$ cat src/hw/rtl/crc64rb_pkg.sv
// Package: shared widths, register indexes, reset values and the byte update function.
package crc64rb_pkg;

  localparam int unsigned CrcWidth  = 64;
  localparam int unsigned ByteWidth = 8;
  localparam int unsigned CfgIdxWidth = 2;

  // Configuration register indexes
  localparam logic [CfgIdxWidth-1:0] RegPolynomial   = 2'd0;
  localparam logic [CfgIdxWidth-1:0] RegInitialValue = 2'd1;
  localparam logic [CfgIdxWidth-1:0] RegInvertEnable = 2'd2;

  localparam logic [CrcWidth-1:0] PolyReset = 64'h9a6c9329ac4bc9b5;
  localparam logic [CrcWidth-1:0] InitReset = 64'h0;

  // Result item: CRC value plus final flag
  typedef struct packed {
    logic                crc_final;
    logic [CrcWidth-1:0] crc_value;
  } crc_result_t;

  localparam int unsigned ResultWidth = $bits(crc_result_t);

  // Fold one byte into a reflected CRC: xor into low bits, eight shift/xor levels
  function automatic logic [CrcWidth-1:0] crc_byte_update(
    input logic [CrcWidth-1:0]  crc_in,
    input logic [ByteWidth-1:0] data,
    input logic [CrcWidth-1:0]  poly
  );
    logic [CrcWidth-1:0] crc;
    crc = crc_in ^ {{(CrcWidth-ByteWidth){1'b0}}, data};
    for (int i = 0; i < ByteWidth; i++) begin
      crc = crc[0] ? ((crc >> 1) ^ poly) : (crc >> 1);
    end
    return crc;
  endfunction

endpackage

$ cat src/hw/rtl/crc64rb_out_buf.sv
// Two-entry output buffer (main register plus skid register) for result items.
module crc64rb_out_buf #(
  parameter int unsigned Width = 8
) (
  input  logic             clk_i,
  input  logic             rst_ni,
  input  logic             in_valid_i,
  output logic             in_ready_o,
  input  logic [Width-1:0] in_data_i,
  output logic             out_valid_o,
  input  logic             out_ready_i,
  output logic [Width-1:0] out_data_o
);

  logic             main_valid_q, main_valid_d;
  logic             skid_valid_q, skid_valid_d;
  logic [Width-1:0] main_data_q, main_data_d;
  logic [Width-1:0] skid_data_q, skid_data_d;
  logic             push, pop;

  assign in_ready_o  = ~skid_valid_q;
  assign out_valid_o = main_valid_q;
  assign out_data_o  = main_data_q;
  assign push        = in_valid_i & in_ready_o;
  assign pop         = main_valid_q & out_ready_i;

  // Route each item to the main register, or park it in the skid register
  always_comb begin
    main_valid_d = main_valid_q;
    skid_valid_d = skid_valid_q;
    main_data_d  = main_data_q;
    skid_data_d  = skid_data_q;
    if (skid_valid_q) begin
      if (pop) begin
        main_data_d  = skid_data_q;
        skid_valid_d = 1'b0;
      end
    end else if (push) begin
      if (!main_valid_q || pop) begin
        main_data_d  = in_data_i;
        main_valid_d = 1'b1;
      end else begin
        skid_data_d  = in_data_i;
        skid_valid_d = 1'b1;
      end
    end else if (pop) begin
      main_valid_d = 1'b0;
    end
  end

  // Hold control state under reset
  always_ff @(posedge clk_i or negedge rst_ni) begin
    if (!rst_ni) begin
      main_valid_q <= 1'b0;
      skid_valid_q <= 1'b0;
    end else begin
      main_valid_q <= main_valid_d;
      skid_valid_q <= skid_valid_d;
    end
  end

  // Payload registers
  always_ff @(posedge clk_i) begin
    main_data_q <= main_data_d;
    skid_data_q <= skid_data_d;
  end

endmodule

$ cat src/hw/rtl/crc64_reflected_bytewise.sv
// Top level: reflected CRC-64 engine, one message byte per item.
//
//  channel  | direction | tdata              | tuser       | tlast
//  s_axis   | in        | [7:0] data_byte    | first_byte  | last_byte
//  m_axis   | out       | [63:0] crc_value   | -           | crc_final
//  cfg      | in        | cfg_data_i [63:0], cfg_index_i [1:0] (0 poly, 1 init, 2 invert)
//
// One byte item per cycle while s_axis_tready is high; the eight shift/xor levels of the
// byte update are done in the accept cycle and the result is registered in the output
// buffer. Reset restores the default polynomial, zero initial value, no inversion and
// a zero running CRC. A two-entry output buffer keeps s_axis_tready high while
// one result waits; input stalls only when both entries are full.
// Configuration writes are always accepted.
module crc64_reflected_bytewise
  import crc64rb_pkg::*;
(
  input  logic                   clk_i,
  input  logic                   rst_ni,
  input  logic                   s_axis_tvalid,
  output logic                   s_axis_tready,
  input  logic [ByteWidth-1:0]   s_axis_tdata,   // [7:0] data_byte
  input  logic                   s_axis_tuser,   // [0] first_byte
  input  logic                   s_axis_tlast,
  output logic                   m_axis_tvalid,
  input  logic                   m_axis_tready,
  output logic [CrcWidth-1:0]    m_axis_tdata,   // [63:0] crc_value
  output logic                   m_axis_tlast,
  input  logic                   cfg_valid_i,
  output logic                   cfg_ready_o,
  input  logic [CfgIdxWidth-1:0] cfg_index_i,
  input  logic [CrcWidth-1:0]    cfg_data_i
);

  logic [CrcWidth-1:0] poly_q, init_q, running_q, running_d, crc_start, mask;
  logic                invert_q;
  logic                accept;
  crc_result_t         result, out_item;

  assign cfg_ready_o = 1'b1;
  assign accept      = s_axis_tvalid & s_axis_tready;
  assign mask        = {CrcWidth{invert_q}};

  // Pick the start value and fold in the byte
  assign crc_start        = s_axis_tuser ? (init_q ^ mask) : running_q;
  assign running_d        = crc_byte_update(crc_start, s_axis_tdata, poly_q);
  assign result.crc_value = running_d ^ mask;
  assign result.crc_final = s_axis_tlast;

  // Configuration registers
  always_ff @(posedge clk_i or negedge rst_ni) begin
    if (!rst_ni) begin
      poly_q   <= PolyReset;
      init_q   <= InitReset;
      invert_q <= 1'b0;
    end else if (cfg_valid_i) begin
      unique case (cfg_index_i)
        RegPolynomial:   poly_q   <= cfg_data_i;
        RegInitialValue: init_q   <= cfg_data_i;
        RegInvertEnable: invert_q <= cfg_data_i[0];
        default: ;
      endcase
    end
  end

  // Advance the running CRC on each accepted item
  always_ff @(posedge clk_i or negedge rst_ni) begin
    if (!rst_ni) begin
      running_q <= '0;
    end else if (accept) begin
      running_q <= running_d;
    end
  end

  crc64rb_out_buf #(
    .Width(ResultWidth)
  ) u_out_buf (
    .clk_i      (clk_i),
    .rst_ni     (rst_ni),
    .in_valid_i (s_axis_tvalid),
    .in_ready_o (s_axis_tready),
    .in_data_i  (result),
    .out_valid_o(m_axis_tvalid),
    .out_ready_i(m_axis_tready),
    .out_data_o (out_item)
  );

  assign m_axis_tdata = out_item.crc_value;
  assign m_axis_tlast = out_item.crc_final;

endmodule

$ cat config.mk
export PLATFORM = sky130hd
export DESIGN_NAME = crc64_reflected_bytewise
export DESIGN_NICKNAME = d
export VERILOG_FILES = /design/src/hw/rtl/crc64rb_pkg.sv /design/src/hw/rtl/crc64rb_out_buf.sv /design/src/hw/rtl/crc64_reflected_bytewise.sv
export SDC_FILE = /design/constraint.sdc
export NUM_CORES = 1
export LEC_CHECK = 0
export BUFFER_PORTS_ARGS = -buffer_cell sky130_fd_sc_hd__buf_2
export CAP_MARGIN = 20
export CELL_PAD_IN_SITES_DETAIL_PLACEMENT = 0
export CELL_PAD_IN_SITES_GLOBAL_PLACEMENT = 1
export CORE_ASPECT_RATIO = 1.2
export CORE_MARGIN = 1
export CORE_UTILIZATION = 53
export DETAILED_ROUTE_END_ITERATION = 8
export PLACE_DENSITY = 0.87
export SYNTH_ARGS = -nofsm -noshare
export SYNTH_HDL_FRONTEND = slang
export SYNTH_HIERARCHICAL = 1
export SYNTH_SLANG_ARGS = --single-unit
$ cat constraint.sdc
create_clock -name clk_i -period 7.7 [get_ports clk_i]
set_input_delay 0 -clock clk_i [delete_from_list [all_inputs] [get_ports clk_i]]
set_output_delay 0 -clock clk_i [all_outputs]
set_load 0.03 [all_outputs]
Word-level counts from Yosys, hierarchy flattened
Index checks and enable logic that the tools add are counted.
{"block": "word_totals", "register_bits": 325, "in_bits": 81, "out_inout_bits": 68, "word_cells": 59}
{"block": "classes", "eq_ne": 4, "muxes": 20, "bitwise_logic": 15, "n_reduce_logical": 12}
{"op": "2-to-1 mux 64 bit", "count": 9}
{"op": "XOR 63 x 64 -> 64 bit", "count": 8}
{"op": "2-to-1 mux 65 bit", "count": 4}
{"op": "XOR 64 bit", "count": 2}
{"op": "XOR 64 x 8 -> 64 bit", "count": 1}
{"op": "AND reduction 3 bit", "count": 3}
{"op": "2-to-1 mux 1 bit", "count": 7}
{"op": "AND reduction 2 bit", "count": 3}
{"op": "nonzero test 2 bit", "count": 3}
{"op": "AND 1 bit", "count": 2}
{"op": "equality test 2 x 1 -> 1 bit, second input constant", "count": 1}
{"op": "equality test 2 bit, second input constant", "count": 1}
{"op": "zero test 2 bit", "count": 1}
{"op": "inequality test 2 x 1 -> 1 bit, second input constant", "count": 1}
{"op": "inequality test 2 bit, second input constant", "count": 1}
{"op": "inverter 1 bit", "count": 2}
{"op": "zero test 1 bit", "count": 1}
{"op": "logical OR 1 bit", "count": 1}

Depth between registers and ports, before layout
Gate-level depths: netlist of the first run.
{"block": "depth", "word_depth": 23, "mapped_depth": 21, "ltp_nobuf": 15}

By module
The synthesis of the first run kept the hierarchy.
{"mod": "crc64_reflected_bytewise", "n_inst": 1, "cells_per_inst": 2019, "area_each_um2": 17863.4, "seq_area_each_um2": 4869.7}
{"mod": "crc64rb_out_buf", "n_inst": 1, "cells_per_inst": 215, "area_each_um2": 5141.2, "seq_area_each_um2": 3953.8}

Worst setup path after synthesis of the first run
No wires, ideal clock.
{"block": "synth_timing", "kind": "register to register", "start": "register invert_q", "end": "register u_out_buf.main_data_q[29] (netlist: u_out_buf/out_data_o[29]), data pin", "arrival_ps": 4719, "required_time_ps": 7440, "setup_slack_ps": 2720, "path_stages_with_launch": 22, "path_buffers": 6, "cell_sequence": "dfrtp_1 > buf_4 > xnor2_1 > a211o_1 > and2_1 > buf_2 > nor3_1 > o31a_1 > nor2_1 > or4_4 > and4_1 > buf_2 > or3_1 > a311o_1 > buf_2 > a21oi_2 > xor2_1 > buf_6 > buf_8 > nand2_1 > xnor3_1 > mux2_4"}
{"element": "start: declaration", "line": "crc64_reflected_bytewise.sv:35", "source": "logic invert_q;"}
{"element": "start signal: assignment", "line": "crc64_reflected_bytewise.sv:59", "source": "RegInvertEnable: invert_q <= cfg_data_i[0];"}
{"element": "end signal: assignment", "line": "crc64rb_out_buf.sv:64", "source": "main_data_q <= main_data_d;"}
{"element": "end: declaration", "line": "crc64rb_out_buf.sv:17", "source": "logic [Width-1:0] main_data_q, main_data_d;"}

==> results of run 1 <==
layout by cell type, fill, tap and decap left out, types with 20 or more instances in the layout:
cell type,n
a21oi_1,75
xnor2_1,483
nor2_1,140
edfxtp_1,130
buf_4,25
dfstp_2,32
dlygate4sd3_1,72
dfrtp_1,161
a21boi_1,20
a221o_1,58
and4_1,60
a21boi_0,42
xnor3_1,65
clkbuf_16,39
o21ai_0,74
nand2_1,376
buf_2,145
mux2_4,65
mux2_2,127
logic make-up (layout without fill, tap and decap cells):
family	count (synthesis)	after routing	synth area share
multiplexers	192	192	0.105
XOR/XNOR	564	564	0.255
buffers and inverters	217	324	0.0436
other	1	1	0.000163
AO/OA/AOI/OAI	309	309	0.0917
flip-flops	325	325	0.384
AND/OR/NAND/NOR	626	626	0.121
per-stage QoR:
stage           util  hold slack (ps)  setup WS (ps)
2_1_floorplan      -             -296           2720
5_1_grt        0.603             72.2           1000
3_5_place_dp   0.556             55.7           1430
4_1_cts        0.602             6.75           1480
3_3_place_gp   0.556             48.2           1700
6_report       0.603             6.41           1410
timing repair:
action	CTS	global route
hold endpoints to repair	202	0
hold buffers	72	0
buffers inserted	0	0
how the worst min path moves through the flow:
| stage | end | slack [ps] | cells after the start |
|---|---|---|---|
| after floorplan | init_q[0] | -300 | 0 |
| after global placement | init_q[39] | 50 | 1 |
| after detailed placement | init_q[39] | 60 | 1 |
| after CTS | init_q[39] | 7 | 2 |
| after global routing | init_q[36] | 70 | 2 |
| final | poly_q[39] | 6 | 2 |
flip-flops by register name, indices dropped and copies added (netlist names):
name,flops
init_q,64
u_out_buf/skid_valid_q,1
invert_q,1
u_out_buf/skid_data_q,65
poly_q,64
u_out_buf/out_valid_o,1
u_out_buf/out_data_o,65
running_q,64
per-layer routing:
metal / track usage / wire length [um] / up-vias
met1: 0.350 / 24900 / 8268
met2: 0.478 / 30200 / 513
met4: 0.122 / 2160 / 0
li1: - / - / 7737
met5: 0 / 0 / -
met3: 0.0377 / 3210 / 115
layout make-up:
class                      count  area share
inverter                       8     0.00116
multi-input combinational   1692       0.514
tap                          552      0.0268
clock buffer                  54      0.0431
clock inverter                15     0.00548
sequential                   325       0.342
timing repair buffer         247      0.0675
critical path, cell delays in order (launching register included):
cell and delay (ps):
dfrtp_4 500, xnor2_1 310, a211oi_1 150, nor2_1 540, o22ai_1 250, o31a_1 320, nor2_1 320, o32a_1 270
and4_1 890, o21ai_0 220, xnor2_1 300, xor2_1 450, xor2_4 210, buf_4 440, nand2_1 180, xnor3_1 390
mux2_4 280
==> metrics, run 1 <==
outcome finished, final reports clean; initial antenna violation count 0; Core Footprint 42800 sq um; Final #Nets 2393; worst skew pair latency 580 ps; CP Data Arrival Time 6600 ps; depth of the most critical reg-to-reg path 16; Final min period 6290 ps; clock buffer depth 3; RR Startpoint invert_q; detailed placer's ending HPWL 36700 um; Detailed Routing Iterations Pass 1 5; Inst Count DP 2750; FF+latch area 8830 sq um; fraction of layout cells with a size suffix above 1 0.209; predominant post-synthesis flop cell dfrtp_1; Slew @ Worst Pin 1170 ps; sequential share of the synthesized area 0.384; die area 44200 sq um; Final Hold Fails 0; Setup violations, final 0; RSZ-0062 raised after global routing false; Total GRT Usage 0.279; # rows 83; Root Driver clkbuf_16; Synth cell types 66; vias post-DR 16600; die height 230 um; CTS Buf Count 38; Starting Density 0.538; Post-synth EDFFs 130; Routed Antenna Nets 0; Port Buffer Count 147; GPL Wtd Cong 0.821; #FFs+latches synth 325; Post-Syn Area per Cell 10.3 sq um; area of the multi-input gates 13300 sq um; top cells by area, synth xnor2_1 (18%), dfrtp_1 (18%), edfxtp_1 (17%); Synth Warn # 6; CP max FO 42; die extent in x 192 um; pin count of the biggest net entering global routing 88; CTS clock-pin slew for the worst setup and hold paths 60 ps; fillers 3543; final clock skew 22.6 ps; global-route wire length before repair 95700 um; Max-Cap Viols 0; area leader, netlist xnor2_1; CTS tree yes; clock tree sinks 325; share of flip-flops with an asynchronous set or reset 0.600; post-DR wirelength/cell 20.9 um; beginning of the critical path invert_q; most common cell in the netlist xnor2_1; gr ovfl total 0; worst rel slew slack 0.221; DRT iter0 DRCs 1108; CP Capture Type flip-flop; post-CTS sizing 0; kind of critical path reg -> reg; Worst Setup EP u_out_buf/out_data_o[8]; FF-to-FF End u_out_buf/out_data_o[8]; vias in the first global route 17000; drt total wl 60400 um; Post-Synthesis Cells 2234; share of the synthesized area in the top cell type 0.184; crit share post-route 0.816; Via density 5.75; final std cells w/o fill 2893; H-tree levels 2; fin area 25800 sq um; Net Count, Synth 2315; Final Max Tran Viols 0; I/O pins 149; synthesized cell area 23000 sq um; Post-route DRC 0; Sum Neg Setup Slack 0 ps; placed cell area 23800 sq um; worst hold path type in -> async; Layout area overhead 12.2%; most frequent cells after synthesis xnor2_1 (484), nand2_1 (378), clkbuf_1 (167); Critical Path RT 8010 ps; Startpoint Class flip-flop; highest achievable clock rate 159 MHz; Reg2Reg Setup Slack 1410 ps; Antenna Cells 0
Power of run 1 is left out: the tool's default activity adds up to more than one toggle a clock period on the data nets, which glitch-free logic cannot reach.
==> inputs of run 2 (changes only) <==
ABC_AREA = 1   (was unset)
CORE_UTILIZATION = 44   (was 53)
PLACE_DENSITY = 0.82   (was 0.87)
clock period = 5.94 ns   (was 7.7 ns; I/O delays follow)
==> metrics, run 2 <==
outcome finished, final reports clean; I/O pins 149 (unchanged); top cells by area, synth nand2_1 (27%), nand3_1 (17%), dfrtp_1 (15%); Port Buffer Count 147 (unchanged); Total GRT Usage 0.302 (+0.0230); VDD IR max 0.000499 V; post-DR wirelength/cell 17.7 um (-15%); area leader, netlist nand2_1; setup repair bufs after CTS 0 (unchanged); Max-Cap Viols 0 (unchanged); mux contribution to synthesized area 0 (-0.105); # rows 99 (+19%); die area 62600 sq um (+41%); global-route wire length before repair 149000 um (+55%); Final min period 5170 ps (-1120 ps); Setup violations, final 0 (unchanged); synthesized cell area 27100 sq um (+18%); worst hold slack 13.8 ps (+7.41 ps); Synth cell types 36 (-45%); commonest non-fill, non-tap cell in the layout nand2_1; depth of the most critical reg-to-reg path 30 (+14); DRT iter0 DRCs 1898 (+71%); Post-Synthesis Cells 4462 (+100%); critical path's top delay family simple AND/OR/NAND/NOR gates; critical path's largest stage delay 770 ps (-120 ps); sequential share of the synthesized area 0.326 (-0.0580); worst rel slew slack 0.304 (+0.0836); predominant post-synthesis flop cell dfrtp_1; Final Hold Fails 0 (unchanged); CP Capture Type flip-flop; Detailed Routing Iterations Pass 1 7 (+2); most common cell in the netlist nand2_1; CTS clock-pin slew for the worst setup and hold paths 60 ps (about the same); highest achievable clock rate 193 MHz (+22%); GPL Wtd Cong 0.853 (+3.9%); pin count of the biggest net entering global routing 126 (+43%); share of flip-flops with an asynchronous set or reset 0.600 (unchanged); vias post-DR 27500 (+65%); CP Buf/Inv Count 4 (+3); synthesized-area fraction occupied by adder cells 0 (unchanged); Antenna Cells 0 (unchanged); WP depth 30 (+14); post-CTS sizing 0 (unchanged); Core Footprint 60800 sq um (+42%); Routed Antenna Nets 0 (unchanged); most frequent cells in the layout nand2_1 (1923), nand3_1 (900), inv_1 (475), o21ai_0 (197), dfrtp_1 (161); crit share post-route 0.870 (+0.0539); #FFs+latches synth 325 (unchanged); die extent in x 229 um (+19%); most frequent cells after synthesis nand2_1 (1927), nand3_1 (900), inv_1 (476); Synth Area in Simple Gates 0.472 (+0.351); worst hold path type in -> async; fraction of layout cells with a size suffix above 1 0.0855 (-0.123); Post-route DRC 0 (unchanged); Synth Area in Compound Gates 0.0409 (-0.0508); Post-Syn Area per Cell 6.07 sq um (-41%); initial antenna violation count 0 (unchanged); Layout area overhead 10.1%; CP Data Arrival Time 5510 ps (-1090 ps); detailed placer's ending HPWL 61200 um (+67%); gr ovfl total 0 (unchanged); Inst Count DP 5130 (+87%); Starting Density 0.446 (-0.0920); worst skew pair latency 580 ps (about the same); Critical Path RT 6280 ps (-1730 ps); Synth Warn # 6 (unchanged); share of the synthesized area in the top cell type 0.267 (+0.0826); total power draw 19.2 mW; drt total wl 93600 um (+55%); Net Count, Synth 4543 (+96%); Final Max Tran Viols 0 (unchanged); Via density 5.22 (-9.3%); CTS Buf Count 40 (+5.3%); die height 274 um (+19%); Sum Neg Setup Slack 0 ps (unchanged); Synth Area in XOR/XNOR 0.0378 (-0.218); CTS tree yes; final std cells w/o fill 5274 (+82%); vias in the first global route 26300 (+55%); main combinational cell family by area after synthesis simple AND/OR/NAND/NOR gates; Final #Nets 4517 (+89%); RSZ-0062 raised after global routing false; CP max-delay cell buf_4; Power per Cell Area 645 nW/um^2; clock buffer depth 3 (unchanged); Root Driver clkbuf_16; most used cell, CP nand2_1; Post-synth EDFFs 130 (unchanged); final clock skew 10.9 ps (-11.7 ps); clock tree sinks 325 (unchanged); CP max FO 92 (+120%); kind of critical path reg -> reg; P_leak 15.9 nW; H-tree levels 2 (unchanged); Startpoint Class flip-flop; Slew @ Worst Pin 1040 ps (-127 ps)
run 2: through the flow:
stage | setup WS [ps] | util | cell area (sq um)
after floorplan | 1520 | - | 27100
after global placement | 875 | 0.457 | 27800
after detailed placement | 769 | 0.457 | 27800
after CTS | 768 | 0.491 | 29800
after global routing | 167 | 0.491 | 29800
final | 771 | 0.491 | 29800
run 2: layout make-up:
class / instances / area (sq um)
Timing Repair Buffer: 261 / 1850
Clock buffer: 44 / 1030
Multi-Input combinational cell: 3323 / 15000
Fill cell: 6307 / 31000
Sequential cell: 325 / 8830
Inverter: 485 / 1830
Clock inverter: 28 / 319
Tap cell: 808 / 1010
run 2: logic make-up after synthesis:
kind of cell,after synthesis
and+or+nand+nor,2990
other,1
buffers and inverters,814
AOI/OAI and AO/OA,215
xor gates and xnor gates,117
DFF,325
run 2: worst paths after layout:
kind	startpoint	endpoint	slack, ps
setup / recovery	invert_q	u_out_buf/out_data_o[61]	770
hold / removal	rst_ni	init_q[5]	10
setup reg to reg	invert_q	u_out_buf/out_data_o[61]	770
hold reg to reg	running_q[46]	running_q[46]	470
max in group asynchronous	rst_ni	u_out_buf/skid_valid_q	4780
min in group clk_i	s_axis_tlast	u_out_buf/skid_data_q[64]	150
run 2: routing by layer:
metal | track usage | vias up | wire, um
li1 | - | 13900 | -
met1 | 0.331 | 12800 | 36800
met2 | 0.554 | 613 | 46500
met3 | 0.0271 | 216 | 3230
met4 | 0.207 | 0 | 7070
met5 | 0 | - | 0
run 2: where the power goes:
part	switching [mW]	leakage (nW)	total, mW	internal, mW
clock network	1.07	0.658	2.58	1.52
logic	8.74	11.7	12.5	3.73
registers	0.716	3.56	4.20	3.48
run 2: worst reg2reg max path: cells and delay by family (launching register included):
family,cells,cell delay (ps)
AND/OR/NAND/NOR,26,2730
buffers and inverters,4,1670
flip-flops,1,540
run 2: repair_timing:
action	CTS	global route
hold buffers	72	0
endpoints found under the hold margin	231	0
endpoints found under the setup margin	0	0
Note: power is estimated with default switching activity, not from simulation.
